<file path="src/rtl/a51_pkg.sv">
// Package: shared types and constants for the A5/1 keystream generator.
`default_nettype none
package a51_pkg;

    localparam int unsigned LEN1 = 19;
    localparam int unsigned LEN2 = 22;
    localparam int unsigned LEN3 = 23;
    localparam int unsigned KEY_W = 64;
    localparam int unsigned FRAME_W = 22;
    localparam int unsigned CNT_W = 7;

    localparam logic [LEN1-1:0] TAPS1 = 19'h7_2000;
    localparam logic [LEN2-1:0] TAPS2 = 22'h30_0000;
    localparam logic [LEN3-1:0] TAPS3 = 23'h70_0080;

    localparam int unsigned CLK1_BIT = 8;
    localparam int unsigned CLK2_BIT = 10;
    localparam int unsigned CLK3_BIT = 10;

    localparam logic [CNT_W-1:0] KEY_LAST = 7'd63;
    localparam logic [CNT_W-1:0] FRAME_LAST = 7'd21;
    localparam logic [CNT_W-1:0] WARM_LAST = 7'd99;

    localparam logic OP_INIT = 1'b0;
    localparam logic OP_GEN = 1'b1;

    typedef struct packed {
        logic        opcode;
        logic [21:0] frame_number;
    } t_in_item;

    typedef struct packed {
        logic keystream_bit;
        logic first_top_bit;
        logic second_top_bit;
        logic third_top_bit;
    } t_out_item;

    typedef enum logic [2:0] {
        ST_IDLE,
        ST_KEY,
        ST_FRAME,
        ST_WARM,
        ST_DONE
    } t_state;

    typedef struct packed {
        logic             clear;
        logic             clock_all;
        logic             sel_key;
        logic             majority;
        logic             out_load;
        logic [CNT_W-1:0] idx;
    } t_dp_cmd;

endpackage
`default_nettype wire

</file>
<file path="src/rtl/a51_datapath.sv">
// Datapath: session key, frame latch, the three shift registers and the result register.
`default_nettype none
module a51_datapath (
    input  wire logic              i_clk,
    input  wire logic              i_rst_n,
    input  wire logic              i_cfg_we,
    input  wire logic [63:0]       i_cfg_data,
    input  wire a51_pkg::t_in_item i_in,
    input  wire a51_pkg::t_dp_cmd  i_cmd,
    output a51_pkg::t_out_item     o_out
);

    logic [a51_pkg::KEY_W-1:0]   r_key;
    logic [a51_pkg::FRAME_W-1:0] r_frame;
    logic [a51_pkg::LEN1-1:0]    r_sr1, n_sr1;
    logic [a51_pkg::LEN2-1:0]    r_sr2, n_sr2;
    logic [a51_pkg::LEN3-1:0]    r_sr3, n_sr3;
    a51_pkg::t_out_item          r_out;

    logic mix;
    logic fb1, fb2, fb3;
    logic c1, c2, c3, maj;

    always_comb begin
        if (i_cmd.sel_key) begin
            mix = r_key[i_cmd.idx[5:0]];
        end else begin
            mix = r_frame[i_cmd.idx[4:0]];
        end
        mix = mix & i_cmd.clock_all;
        fb1 = (^(r_sr1 & a51_pkg::TAPS1)) ^ mix;
        fb2 = (^(r_sr2 & a51_pkg::TAPS2)) ^ mix;
        fb3 = (^(r_sr3 & a51_pkg::TAPS3)) ^ mix;
        c1  = r_sr1[a51_pkg::CLK1_BIT];
        c2  = r_sr2[a51_pkg::CLK2_BIT];
        c3  = r_sr3[a51_pkg::CLK3_BIT];
        maj = (c1 & c2) | (c1 & c3) | (c2 & c3);

        n_sr1 = r_sr1;
        n_sr2 = r_sr2;
        n_sr3 = r_sr3;
        if (i_cmd.clear) begin
            n_sr1 = '0;
            n_sr2 = '0;
            n_sr3 = '0;
        end else if (i_cmd.clock_all) begin
            n_sr1 = {r_sr1[a51_pkg::LEN1-2:0], fb1};
            n_sr2 = {r_sr2[a51_pkg::LEN2-2:0], fb2};
            n_sr3 = {r_sr3[a51_pkg::LEN3-2:0], fb3};
        end else if (i_cmd.majority) begin
            if (c1 == maj) begin
                n_sr1 = {r_sr1[a51_pkg::LEN1-2:0], fb1};
            end
            if (c2 == maj) begin
                n_sr2 = {r_sr2[a51_pkg::LEN2-2:0], fb2};
            end
            if (c3 == maj) begin
                n_sr3 = {r_sr3[a51_pkg::LEN3-2:0], fb3};
            end
        end
    end

    always_ff @(posedge i_clk) begin
        if (!i_rst_n) begin
            r_key <= '0;
            r_sr1 <= '0;
            r_sr2 <= '0;
            r_sr3 <= '0;
        end else begin
            if (i_cfg_we) begin
                r_key <= i_cfg_data;
            end
            r_sr1 <= n_sr1;
            r_sr2 <= n_sr2;
            r_sr3 <= n_sr3;
        end
    end

    always_ff @(posedge i_clk) begin
        if (i_cmd.clear) begin
            r_frame <= i_in.frame_number;
        end
        if (i_cmd.out_load) begin
            r_out.first_top_bit  <= n_sr1[a51_pkg::LEN1-1];
            r_out.second_top_bit <= n_sr2[a51_pkg::LEN2-1];
            r_out.third_top_bit  <= n_sr3[a51_pkg::LEN3-1];
            r_out.keystream_bit  <= n_sr1[a51_pkg::LEN1-1] ^ n_sr2[a51_pkg::LEN2-1]
                                    ^ n_sr3[a51_pkg::LEN3-1];
        end
    end

    assign o_out = r_out;

endmodule
`default_nettype wire

</file>
<file path="src/rtl/a51_controller.sv">
// Controller: sequences initialization, issues datapath commands, owns the handshakes.
`default_nettype none
module a51_controller (
    input  wire logic       i_clk,
    input  wire logic       i_rst_n,
    input  wire logic       i_in_valid,
    input  wire logic       i_in_opcode,
    output logic            o_in_stall,
    output logic            o_out_valid,
    input  wire logic       i_out_stall,
    output a51_pkg::t_dp_cmd o_cmd
);

    a51_pkg::t_state             r_state, n_state;
    logic [a51_pkg::CNT_W-1:0]   r_count, n_count;
    logic                        r_out_valid, n_out_valid;
    logic                        slot_free;

    always_ff @(posedge i_clk) begin
        if (!i_rst_n) begin
            r_state     <= a51_pkg::ST_IDLE;
            r_count     <= '0;
            r_out_valid <= 1'b0;
        end else begin
            r_state     <= n_state;
            r_count     <= n_count;
            r_out_valid <= n_out_valid;
        end
    end

    always_comb begin
        slot_free   = !r_out_valid || !i_out_stall;
        n_state     = r_state;
        n_count     = r_count;
        n_out_valid = r_out_valid && i_out_stall;
        o_in_stall  = 1'b1;
        o_cmd       = '0;
        o_cmd.idx   = r_count;
        unique case (r_state)
            a51_pkg::ST_IDLE: begin
                o_in_stall = !slot_free;
                if (i_in_valid && slot_free) begin
                    if (i_in_opcode == a51_pkg::OP_GEN) begin
                        o_cmd.majority = 1'b1;
                        o_cmd.out_load = 1'b1;
                        n_out_valid    = 1'b1;
                    end else begin
                        o_cmd.clear = 1'b1;
                        n_count     = '0;
                        n_state     = a51_pkg::ST_KEY;
                    end
                end
            end
            a51_pkg::ST_KEY: begin
                o_cmd.clock_all = 1'b1;
                o_cmd.sel_key   = 1'b1;
                if (r_count == a51_pkg::KEY_LAST) begin
                    n_count = '0;
                    n_state = a51_pkg::ST_FRAME;
                end else begin
                    n_count = r_count + a51_pkg::CNT_W'(1);
                end
            end
            a51_pkg::ST_FRAME: begin
                o_cmd.clock_all = 1'b1;
                if (r_count == a51_pkg::FRAME_LAST) begin
                    n_count = '0;
                    n_state = a51_pkg::ST_WARM;
                end else begin
                    n_count = r_count + a51_pkg::CNT_W'(1);
                end
            end
            a51_pkg::ST_WARM: begin
                o_cmd.majority = 1'b1;
                if (r_count == a51_pkg::WARM_LAST) begin
                    n_count = '0;
                    n_state = a51_pkg::ST_DONE;
                end else begin
                    n_count = r_count + a51_pkg::CNT_W'(1);
                end
            end
            a51_pkg::ST_DONE: begin
                if (slot_free) begin
                    o_cmd.out_load = 1'b1;
                    n_out_valid    = 1'b1;
                    n_state        = a51_pkg::ST_IDLE;
                end
            end
            default: begin
                n_state = a51_pkg::ST_IDLE;
            end
        endcase
    end

    assign o_out_valid = r_out_valid;

endmodule
`default_nettype wire

</file>
<file path="src/rtl/a51_keystream_generator.sv">
// Top level: A5/1 keystream generator, controller plus datapath.
//
//  channel | direction | handshake             | payload
//  in      | input     | i_in_valid/o_in_stall | i_in  (t_in_item)
//  out     | output    | o_out_valid/i_out_stall | o_out (t_out_item)
//  cfg     | input     | i_cfg_valid/o_cfg_ready | i_cfg_data (64-bit session key)
//
// A generate transaction's result is registered at the accept edge, so generate
// transactions stream one per cycle while the output is not stalled.
// An initialize transaction is run one step per cycle by the load sequencer: 64 key clocks,
// 22 frame clocks, 100 warm-up steps, then the result load once the result slot is free.
// Synchronous reset clears the shift registers and the key; no clearing pass.
// A stalled output holds its result; the input stalls while the result slot is full or an initialization runs.
`default_nettype none
module a51_keystream_generator (
    input  wire logic              i_clk,
    input  wire logic              i_rst_n,
    input  wire logic              i_in_valid,
    output logic                   o_in_stall,
    input  wire a51_pkg::t_in_item i_in,
    output logic                   o_out_valid,
    input  wire logic              i_out_stall,
    output a51_pkg::t_out_item     o_out,
    input  wire logic              i_cfg_valid,
    output logic                   o_cfg_ready,
    input  wire logic [63:0]       i_cfg_data
);

    a51_pkg::t_dp_cmd cmd;

    assign o_cfg_ready = 1'b1;

    a51_controller u_ctrl (
        .i_clk       (i_clk),
        .i_rst_n     (i_rst_n),
        .i_in_valid  (i_in_valid),
        .i_in_opcode (i_in.opcode),
        .o_in_stall  (o_in_stall),
        .o_out_valid (o_out_valid),
        .i_out_stall (i_out_stall),
        .o_cmd       (cmd)
    );

    a51_datapath u_dp (
        .i_clk      (i_clk),
        .i_rst_n    (i_rst_n),
        .i_cfg_we   (i_cfg_valid & o_cfg_ready),
        .i_cfg_data (i_cfg_data),
        .i_in       (i_in),
        .i_cmd      (cmd),
        .o_out      (o_out)
    );

endmodule
`default_nettype wire

</file>
<file path="config.mk">
export PLATFORM = sky130hd
export DESIGN_NAME = a51_keystream_generator
export DESIGN_NICKNAME = d
export VERILOG_FILES = /design/src/rtl/a51_pkg.sv /design/src/rtl/a51_datapath.sv /design/src/rtl/a51_controller.sv /design/src/rtl/a51_keystream_generator.sv
export SDC_FILE = /design/constraint.sdc
export NUM_CORES = 1
export LEC_CHECK = 0
export BUFFER_PORTS_ARGS = -buffer_cell sky130_fd_sc_hd__buf_2
export CAP_MARGIN = 25
export CORE_MARGIN = 2
export CORE_UTILIZATION = 57
export CTS_CLUSTER_DIAMETER = 200
export DETAILED_ROUTE_END_ITERATION = 7
export PLACE_DENSITY_LB_ADDON = 0.1
export SKIP_CTS_REPAIR_TIMING = 1
export SLEW_MARGIN = 10
export SYNTH_ARGS = -nofsm -noshare
export SYNTH_HDL_FRONTEND = slang
export SYNTH_SLANG_ARGS = --single-unit
</file>
<file path="constraint.sdc">
create_clock -name i_clk -period 3.7 [get_ports i_clk]
set_clock_uncertainty 0.1 [all_clocks]
set_input_delay 0.37 -clock i_clk [delete_from_list [all_inputs] [get_ports i_clk]]
set_output_delay 0.37 -clock i_clk [all_outputs]
set_load 0.03 [all_outputs]
</file>
==> results of run 1 <==
==> cell usage after synthesis, types with 4 or more instances <==
| master | count | area (sq um) |
|---|---|---|
| mux4_1 | 9 | 236 |
| nor2_1 | 118 | 443 |
| dfxtp_1 | 139 | 2780 |
| o21ai_0 | 4 | 20.0 |
| mux4_2 | 9 | 203 |
| nand3_1 | 11 | 55.1 |
| a31oi_1 | 6 | 37.5 |
| mux2i_1 | 113 | 1130 |
| edfxtp_1 | 26 | 781 |
| inv_1 | 8 | 30.0 |
| buf_1 | 15 | 56.3 |
| ha_1 | 5 | 62.6 |
| xnor2_1 | 6 | 52.6 |
| clkbuf_1 | 18 | 67.6 |
| buf_6 | 4 | 45.0 |
| nor3_1 | 15 | 75.1 |
| a21oi_1 | 30 | 150 |
| nand2_1 | 59 | 221 |
| buf_2 | 5 | 25.0 |
| a211oi_1 | 4 | 30.0 |
==> worst max-delay path, cell delays in order (launching register included) <==
cell	delay, ps
dfxtp_1	340
maj3_1	410
ha_1	290
inv_1	50
a311oi_1	320
or3_1	650
nand2_1	120
a21oi_1	290
xnor3_1	250
==> metal layers <==
metal  share of wire  wire length, um  vias up
li1                -                -     2551
met1            0.46             6480     2440
met2            0.48             6790      117
met3           0.041              574       20
met4           0.018              259        0
met5               0                0        -
==> cell families after synthesis <==
kind of cell / after synthesis / synth area share
compound gates: 75 / 0.0719
xor+xnor: 9 / 0.0129
fa+ha+maj: 6 / 0.0101
buf+inv: 56 / 0.0420
flops: 165 / 0.498
mux: 134 / 0.226
other cells: 1 / 0.000524
simple gates: 230 / 0.138
==> registers in the layout (all words and copies together) (netlist names) <==
register and count:
u_ctrl.o_out_valid 1, u_ctrl.r_count 7, u_ctrl.r_state 3, u_dp.o_out 4, u_dp.r_frame 22, u_dp.r_key 64
u_dp.r_sr1 19, u_dp.r_sr2 22, u_dp.r_sr3 23
==> through the flow <==
stage	area, sq um	power, mW	worst slack [ps]	util
finish	8230	3.94	620	0.680
global route	8230	4.09	426	0.680
CTS	8230	3.97	590	0.680
detailed placement	7650	2.27	638	0.632
global placement	7650	2.26	768	0.632
floorplan	7150	2.17	881	-
==> final timing paths <==
path | start | endpoint | slack (ps) | cells past startpoint
setup reg to reg | u_dp.r_sr1[8]$_SDFFE_PP0P_ | u_dp.o_out[3]$_DFFE_PP_ | 620 | 8
hold / removal | i_in[2] | u_dp.r_frame[2]$_DFFE_PP_ | 20 | 1
hold reg to reg | u_dp.r_sr3[12]$_SDFFE_PP0P_ | u_dp.r_sr3[13]$_SDFFE_PP0P_ | 350 | 2
setup / recovery | u_dp.r_sr1[8]$_SDFFE_PP0P_ | u_dp.o_out[3]$_DFFE_PP_ | 620 | 8
==> layout make-up <==
type                       instances  area (sq um)
fill                             959          3880
sequential                       165          3560
multi-input combinational        455          3300
timing repair buffer             106           556
clock buffer                      20           447
tap                              168           210
clock inverter                    12           131
inverter                           8          30.0
==> power by group <==
part | switching, mW | leakage, nW | internal (mW) | total, mW
clock network | 0.699 | 0.274 | 1.01 | 1.71
logic | 0.173 | 1.85 | 0.146 | 0.319
registers | 0.0319 | 1.38 | 1.88 | 1.92
total | 0.904 | 3.50 | 3.04 | 3.94
==> reports/results.tsv, run 1 <==
stage	metric	value	unit
run_status	outcome	completed	
cts	H-tree depth	4	
sta	worst-margin pin slew	1030	ps
synth	synthesized area	7150	sq um
die	Die Width	116	um
sta	accumulated negative setup slack	0	ps
critical_path	CP startpoint kind	flip-flop	
finish	NumNets Final	850	
die	initial core utilization	0.590	
grt	met2 Track Usage GR	0.369	
synth	sequential area share after synthesis	0.498	
sta	FMAX	325	MHz
finish	Finished Layout Cells	934	
grt	initial antenna violation count	0	
placement	DP HPWL	9870	um
synth	post-synthesis instance total	676	
finish	antenna diode count	0	
synth	Yosys reg bits	165	
detailed_routing	Initial DRC Count	344	
detailed_routing	DR vias/cell	5.49	
synth	post-synthesis average cell area	10.6	sq um
sta	Hold WS	18.9	ps
job	max_cap viols	0	
power_and_ir_drop	Power Dens Cells	479	nW/um^2
critical_path	critical path arrival	3150	ps
finish	share of cells above drive strength 1	0.210	
detailed_routing	DR vias	5128	
placement	gp weighted congestion	0.837	
sta	final-report hold violation count	0	
grt	GR Util All Layers	0.226	
detailed_routing	drt wl/cell	15.1	um
sta	Max Slew Vio Count	0	
synth	Synth cell types	66	
grt	grt peak-use layer	met2	
cts	clk sinks	165	
hold_path	Worst Hold Class	input pin to flip-flop	
sta	RSZ-0062 raised after global routing	no	
cts	Clock Path Buffers	2	
die	Die Y	116	um
grt	met3 Use GR	0.0533	
grt	met1 usage	0.292	
placement	Placed Instances	902	
synth	fraction of registers with async set/reset	0	
critical_path	crit end category	flip-flop	
cts	CTS tree	done	
sta	Tmin final	3080	ps
power_and_ir_drop	leakage power	3.50	nW
die	# rows	40	
grt	global route overflow	0	
detailed_routing	final WL	14100	um
die	core area	12100	sq um
power_and_ir_drop	Peak VDD IR	0.000277	V
grt	vias in the first global route	4938	
grt	first-pass GRT wire length	23700	um
critical_path	Required @ worst endpoint	3770	ps
critical_path	WS Path Type	flip-flop to flip-flop	
finish	most common cell after layout, fill and taps aside	dfxtp_1	
cts	Worst-path clk slew	60	ps
synth	Yosys warning total	0	
detailed_routing	router iterations before antenna repair	5	
critical_path	CP max FO	22	
synth	number of synthesized flops with an enable pin	26	
die	IO Count	99	
finish	Area growth syn-to-layout	15.1	%
sta	final setup violation count	0	
die	Die ar.	13500	sq um
sta	Slew HR	0.316	
detailed_routing	Post-route DRC	0	
cts	clock buffer count from CTS	17	
finish	commonest non-fill, non-tap cells in the layout	dfxtp_1 (139), nor2_1 (118), mux2i_1 (113)	
synth	Syn Nets	773	
grt	largest net degree at the start of global routing	77	
sta	final worst path period share	0.833	
detailed_routing	antenna-violating nets left	0	
placement	Port-buffer cells	97	
cts	clock root buffer	clkbuf_16	
cts	Skew-Pair Late Insertion Delay	420	ps
synth	dominant synthesized flop cell	dfxtp_1	
No activity file was read; power rests on OpenSTA's default activity.
==> run 2, diff against run 1 <==
clock period = 3.02 ns   (was 3.7 ns; I/O delays follow)
==> run 2 against run 1 <==
Wire length is 8.5% higher. Setup slack worse by 340 ps. Sequential cell count stayed put. Register-to-register slack worse by 340 ps. Global-route usage is 0.87 points higher. Worst hold slack worse by 8.8 ps. Sequential power is 22% higher. Combinational power is 35% higher. First-iteration DRC count is 6.4% lower. Count of clock-buffer cells in the layout is 5 higher. Highest routed layer unchanged.
==> reports/results.tsv, run 2 (synthesized netlist as in run 1, its figures left out) <==
stage	metric	value	unit
run_status	outcome	completed	
detailed_routing	Post-route DRC	0	
detailed_routing	antenna-violating nets left	0	
critical_path	WS Path Type	flip-flop to flip-flop	
finish	final core utilization	0.708	
cts	H-tree depth	4	
grt	largest net degree at the start of global routing	65	
sta	Slew HR	0.291	
finish	max reg flops	64	
critical_path	CP startpoint kind	flip-flop	
finish	most common cell after layout, fill and taps aside	dfxtp_1	
critical_path	Required @ worst endpoint	3090	ps
power_and_ir_drop	leakage power	3.67	nW
placement	Port-buffer cells	97	
job	max_cap viols	0	
critical_path	FF-to-FF path depth	7	
cts	Clock Path Buffers	2	
die	Die Y	116	um
critical_path	CP max stage cell	maj3_1	
cts	Skew-Pair Late Insertion Delay	420	ps
cts	clock root buffer	clkbuf_16	
hold_path	Worst Hold Class	input pin to flip-flop	
detailed_routing	Initial DRC Count	322	
critical_path	crit end category	flip-flop	
detailed_routing	DR vias	5250	
hold_path	Hold Path Depth	3	
grt	first-pass GRT wire length	24200	um
grt	vias in the first global route	4937	
finish	design area	8570	sq um
detailed_routing	router iterations before antenna repair	4	
sta	final worst path period share	0.906	
critical_path	reg2reg end	u_dp.o_out[3]$_DFFE_PP_	
detailed_routing	DR vias/cell	5.45	
grt	global route overflow	0	
cts	CTS tree	done	
die	core area	12100	sq um
die	IO Count	99	
critical_path	crit path launch	u_dp.r_sr3[10]$_SDFFE_PP0P_	
sta	worst-margin pin slew	1060	ps
hold_path	Hold Crit Start	i_cfg_data[62]	
critical_path	crit-path max cell delay	410	ps
placement	gp weighted congestion	0.854	
cts	Worst-path clk slew	60	ps
sta	FMAX	365	MHz
cts	clk sinks	165	
sta	final setup violation count	0	
die	Die Width	116	um
critical_path	reg-to-reg slack, setup	280	ps
sta	final-report hold violation count	0	
placement	DP HPWL	10200	um
sta	Tmin final	2740	ps
finish	Largest regs	u_dp.r_key (64), u_dp.r_sr3 (23)	
die	# rows	40	
critical_path	Reg2Reg Launch Point	u_dp.r_sr3[10]$_SDFFE_PP0P_	
finish	share of cells above drive strength 1	0.213	
grt	GR Util All Layers	0.235	
critical_path	CP max FO	4	
detailed_routing	drt wl/cell	15.9	um
grt	initial antenna violation count	0	
die	initial core utilization	0.590	
finish	antenna diode count	0	
finish	Biggest register	u_dp.r_key	
finish	Area growth syn-to-layout	19.9	%
detailed_routing	final WL	15300	um
die	Die ar.	13500	sq um
finish	commonest non-fill, non-tap cells in the layout	dfxtp_1 (139), nor2_1 (118), mux2i_1 (113)	
sta	accumulated negative setup slack	0	ps
placement	Area after DPL	7720	sq um
sta	RSZ-0062 raised after global routing	no	
finish	NumNets Final	879	
critical_path	crit path cell chain	maj3_1, ha_1, nand3b_1, a221o_1, mux2i_1, or2_2, xnor3_1	
power_and_ir_drop	Power Dens Cells	588	nW/um^2
sta	Max Slew Vio Count	0	
critical_path	critical path arrival	2810	ps
cts	clock buffer count from CTS	17	
hold_path	Hold Path Sink	u_dp.r_key[62]$_SDFFE_PN0P_	
power_and_ir_drop	Peak VDD IR	0.000533	V
## run 2: cell type report
| type | count | area (sq um) |
|---|---|---|
| clock buffers | 25 | 518 |
| clock inverters | 7 | 114 |
| fillers | 926 | 3540 |
| inverters | 8 | 30.0 |
| multi-input cells | 455 | 3300 |
| flip-flops and latches | 165 | 3560 |
| well taps | 168 | 210 |
| repair buffers | 135 | 841 |
## run 2: where the power goes
part | switching (mW) | leakage [nW] | total, mW | internal, mW
sequential | 0.0355 | 1.38 | 2.34 | 2.31
combinational | 0.228 | 1.98 | 0.431 | 0.204
clock | 0.827 | 0.312 | 2.27 | 1.44
## run 2: worst max-delay path by stage
stage,end,slack (ps)
4_1_cts,u_dp.o_out[3]$_DFFE_PP_,270
3_5_place_dp,u_dp.o_out[3]$_DFFE_PP_,290
5_1_grt,u_dp.o_out[3]$_DFFE_PP_,170
6_report,u_dp.o_out[3]$_DFFE_PP_,280
2_1_floorplan,u_dp.r_sr1[17]$_SDFFE_PP0P_,200
3_3_place_gp,u_dp.o_out[3]$_DFFE_PP_,320
## run 2: critical path, delay by kind of cell, from the launching register on
kind	cells	cell delay, ps
AND/OR/NAND/NOR	2	460
multiplexers	1	120
flip-flops	1	340
AO/OA/AOI/OAI	1	380
adder cells (fa/ha/maj)	2	730
XOR/XNOR	1	350
## run 2: stage by stage
step           hold WS (ps)  power (mW)  worst slack [ps]  std cells
6_report               10.1        5.04               282        963
5_1_grt               0.603        5.23               175        963
4_1_cts               -71.4        5.06               274        941
3_5_place_dp            347        2.80               286        909
3_3_place_gp            338        2.78               316        909
2_1_floorplan           301        2.66               201        676
## run 2: per-layer routing
layer / global-route usage / up-vias / wire (um)
met5: 0 / - / 0
met3: 0.0795 / 21 / 863
met4: 0.0849 / 0 / 282
met1: 0.292 / 2488 / 6710
met2: 0.383 / 127 / 7460
li1: - / 2614 / -
==> run 3, diff against run 2 <==
CORE_ASPECT_RATIO = 0.9   (was unset)
==> run 3 against run 2 <==
Combinational power about the same. Sequential power about the same. First-iteration DRC count increased by 1.6%. Sequential share of layout area decreased by 0.17 points. Critical endpoint unchanged.
==> reports/results.tsv, run 3 (synthesized netlist as in run 1, its figures left out) <==
stage	metric	value	unit
critical_path	Reg2Reg Launch Point	u_dp.r_sr3[10]$_SDFFE_PP0P_	
finish	NumNets Final	876	
detailed_routing	drt wl/cell	16.3	um
sta	FMAX	358	MHz
critical_path	WS Path Type	flip-flop to flip-flop	
die	IO Count	99	
grt	GR Util All Layers	0.234	
sta	accumulated negative setup slack	0	ps
sta	setup ws final	224	ps
die	# rows	38	
grt	initial antenna violation count	0	
cts	H-tree depth	4	
cts	Worst-path clk slew	60	ps
detailed_routing	Initial DRC Count	327	
finish	most common cell after layout, fill and taps aside	dfxtp_1	
hold_path	Hold Path Sink	u_dp.r_key[12]$_SDFFE_PN0P_	
sta	Slew HR	0.296	
sta	Max Slew Vio Count	0	
grt	vias in the first global route	5083	
finish	antenna diode count	0	
die	core area	12200	sq um
die	Die Width	122	um
finish	Area growth syn-to-layout	20.3	%
run_status	outcome	completed	
placement	Port-buffer cells	97	
cts	clock buffer count from CTS	17	
critical_path	reg-to-reg slack, setup	220	ps
hold_path	Hold Path Depth	3	
critical_path	CP startpoint kind	flip-flop	
finish	final core utilization	0.707	
grt	first-pass GRT wire length	24400	um
finish	share of cells above drive strength 1	0.212	
finish	Biggest register	u_dp.r_key	
die	Die ar.	13500	sq um
sta	RSZ-0062 raised after global routing	no	
sta	final setup violation count	0	
detailed_routing	DR vias/cell	5.58	
cts	CTS tree	done	
sta	final worst path period share	0.926	
critical_path	critical path arrival	2860	ps
cts	Skew-Pair Late Insertion Delay	430	ps
cts	clock root buffer	clkbuf_16	
grt	largest net degree at the start of global routing	77	
finish	max reg flops	64	
hold_path	Hold Crit Start	i_cfg_data[12]	
cts	clk sinks	165	
detailed_routing	Post-route DRC	0	
job	max_cap viols	0	
hold_path	Worst Hold Class	input pin to flip-flop	
detailed_routing	antenna-violating nets left	0	
placement	gp weighted congestion	0.851	
sta	worst-margin pin slew	1060	ps
critical_path	reg2reg end	u_dp.o_out[3]$_DFFE_PP_	
power_and_ir_drop	Peak VDD IR	0.000647	V
die	Die Y	110	um
detailed_routing	router iterations before antenna repair	5	
power_and_ir_drop	Power Dens Cells	598	nW/um^2
power_and_ir_drop	leakage power	3.69	nW
critical_path	Required @ worst endpoint	3080	ps
detailed_routing	DR vias	5309	
critical_path	CP max FO	4	
cts	Clock Path Buffers	2	
detailed_routing	final WL	15500	um
placement	Placement Setup Slack	258	ps
critical_path	crit end category	flip-flop	
die	initial core utilization	0.588	
finish	commonest non-fill, non-tap cells in the layout	dfxtp_1 (139), nor2_1 (118), mux2i_1 (113)	
critical_path	FF-to-FF path depth	7	
critical_path	crit path launch	u_dp.r_sr3[10]$_SDFFE_PP0P_	
placement	DP HPWL	10200	um
sta	Tmin final	2800	ps
sta	final-report hold violation count	0	
grt	global route overflow	0	
finish	Largest regs	u_dp.r_key (64), u_dp.r_sr3 (23)	
power_and_ir_drop	Power, Total	5.15	mW
## run 3: cell types whose count changed in the layout (fill, tap and decap cells not counted), moves of 2 or more
| cell | previous run | this run |
|---|---|---|
| clkinv_4 | 0 | 3 |
| buf_4 | 16 | 11 |
| clkbuf_1 | 2 | 0 |
| buf_12 | 1 | 3 |
| clkbuf_16 | 18 | 20 |
## run 3: cell type report
| cell class | instances | area [sq um] |
|---|---|---|
| Clock buffer | 23 | 542 |
| Clock inverter | 9 | 133 |
| Fill cell | 877 | 3560 |
| Inverter | 8 | 30.0 |
| Multi-Input combinational cell | 455 | 3300 |
| Sequential cell | 165 | 3560 |
| Tap cell | 160 | 200 |
| Timing Repair Buffer | 132 | 843 |
## run 3: worst max-delay path by stage
| stage | end | cells past startpoint | slack (ps) |
|---|---|---|---|
| after global routing | u_dp.o_out[3]$_DFFE_PP_ | 7 | 110 |
| after global placement | u_dp.o_out[3]$_DFFE_PP_ | 7 | 280 |
| final | u_dp.o_out[3]$_DFFE_PP_ | 7 | 220 |
| after CTS | u_dp.o_out[3]$_DFFE_PP_ | 7 | 220 |
| after detailed placement | u_dp.o_out[3]$_DFFE_PP_ | 7 | 260 |
| after floorplan | u_dp.r_sr1[17]$_SDFFE_PP0P_ | 8 | 200 |
## run 3: through the flow
step | std cells | cell area (sq um) | hold WS [ps]
3_5_place_dp | 898 | 7710 | 342
6_report | 952 | 8610 | 10.1
2_1_floorplan | 676 | 7150 | 301
3_3_place_gp | 898 | 7710 | 336
5_1_grt | 952 | 8610 | 5.12
4_1_cts | 930 | 8390 | -63.9
## run 3: metal layers
layer  GRT usage  share of wire  wire length (um)  up-vias
met5           0              0                 0        -
met4      0.0829          0.015               239        0
met3      0.0653          0.052               808       21
met2       0.381           0.49              7560      146
met1       0.302           0.44              6860     2539
li1            -              -                 -     2603
## run 3: worst max-delay path, cell delays in order (launching register included)
cell	delay, ps
dfxtp_1	340
maj3_1	410
ha_1	330
nand3b_1	160
a221o_1	400
mux2i_1	120
or2_2	310
xnor3_1	360
## run 3: power breakdown
group          leakage (nW)  switching (mW)  internal [mW]
logic                  1.97           0.227          0.204
registers              1.38          0.0364           2.31
clock network         0.335           0.856           1.52
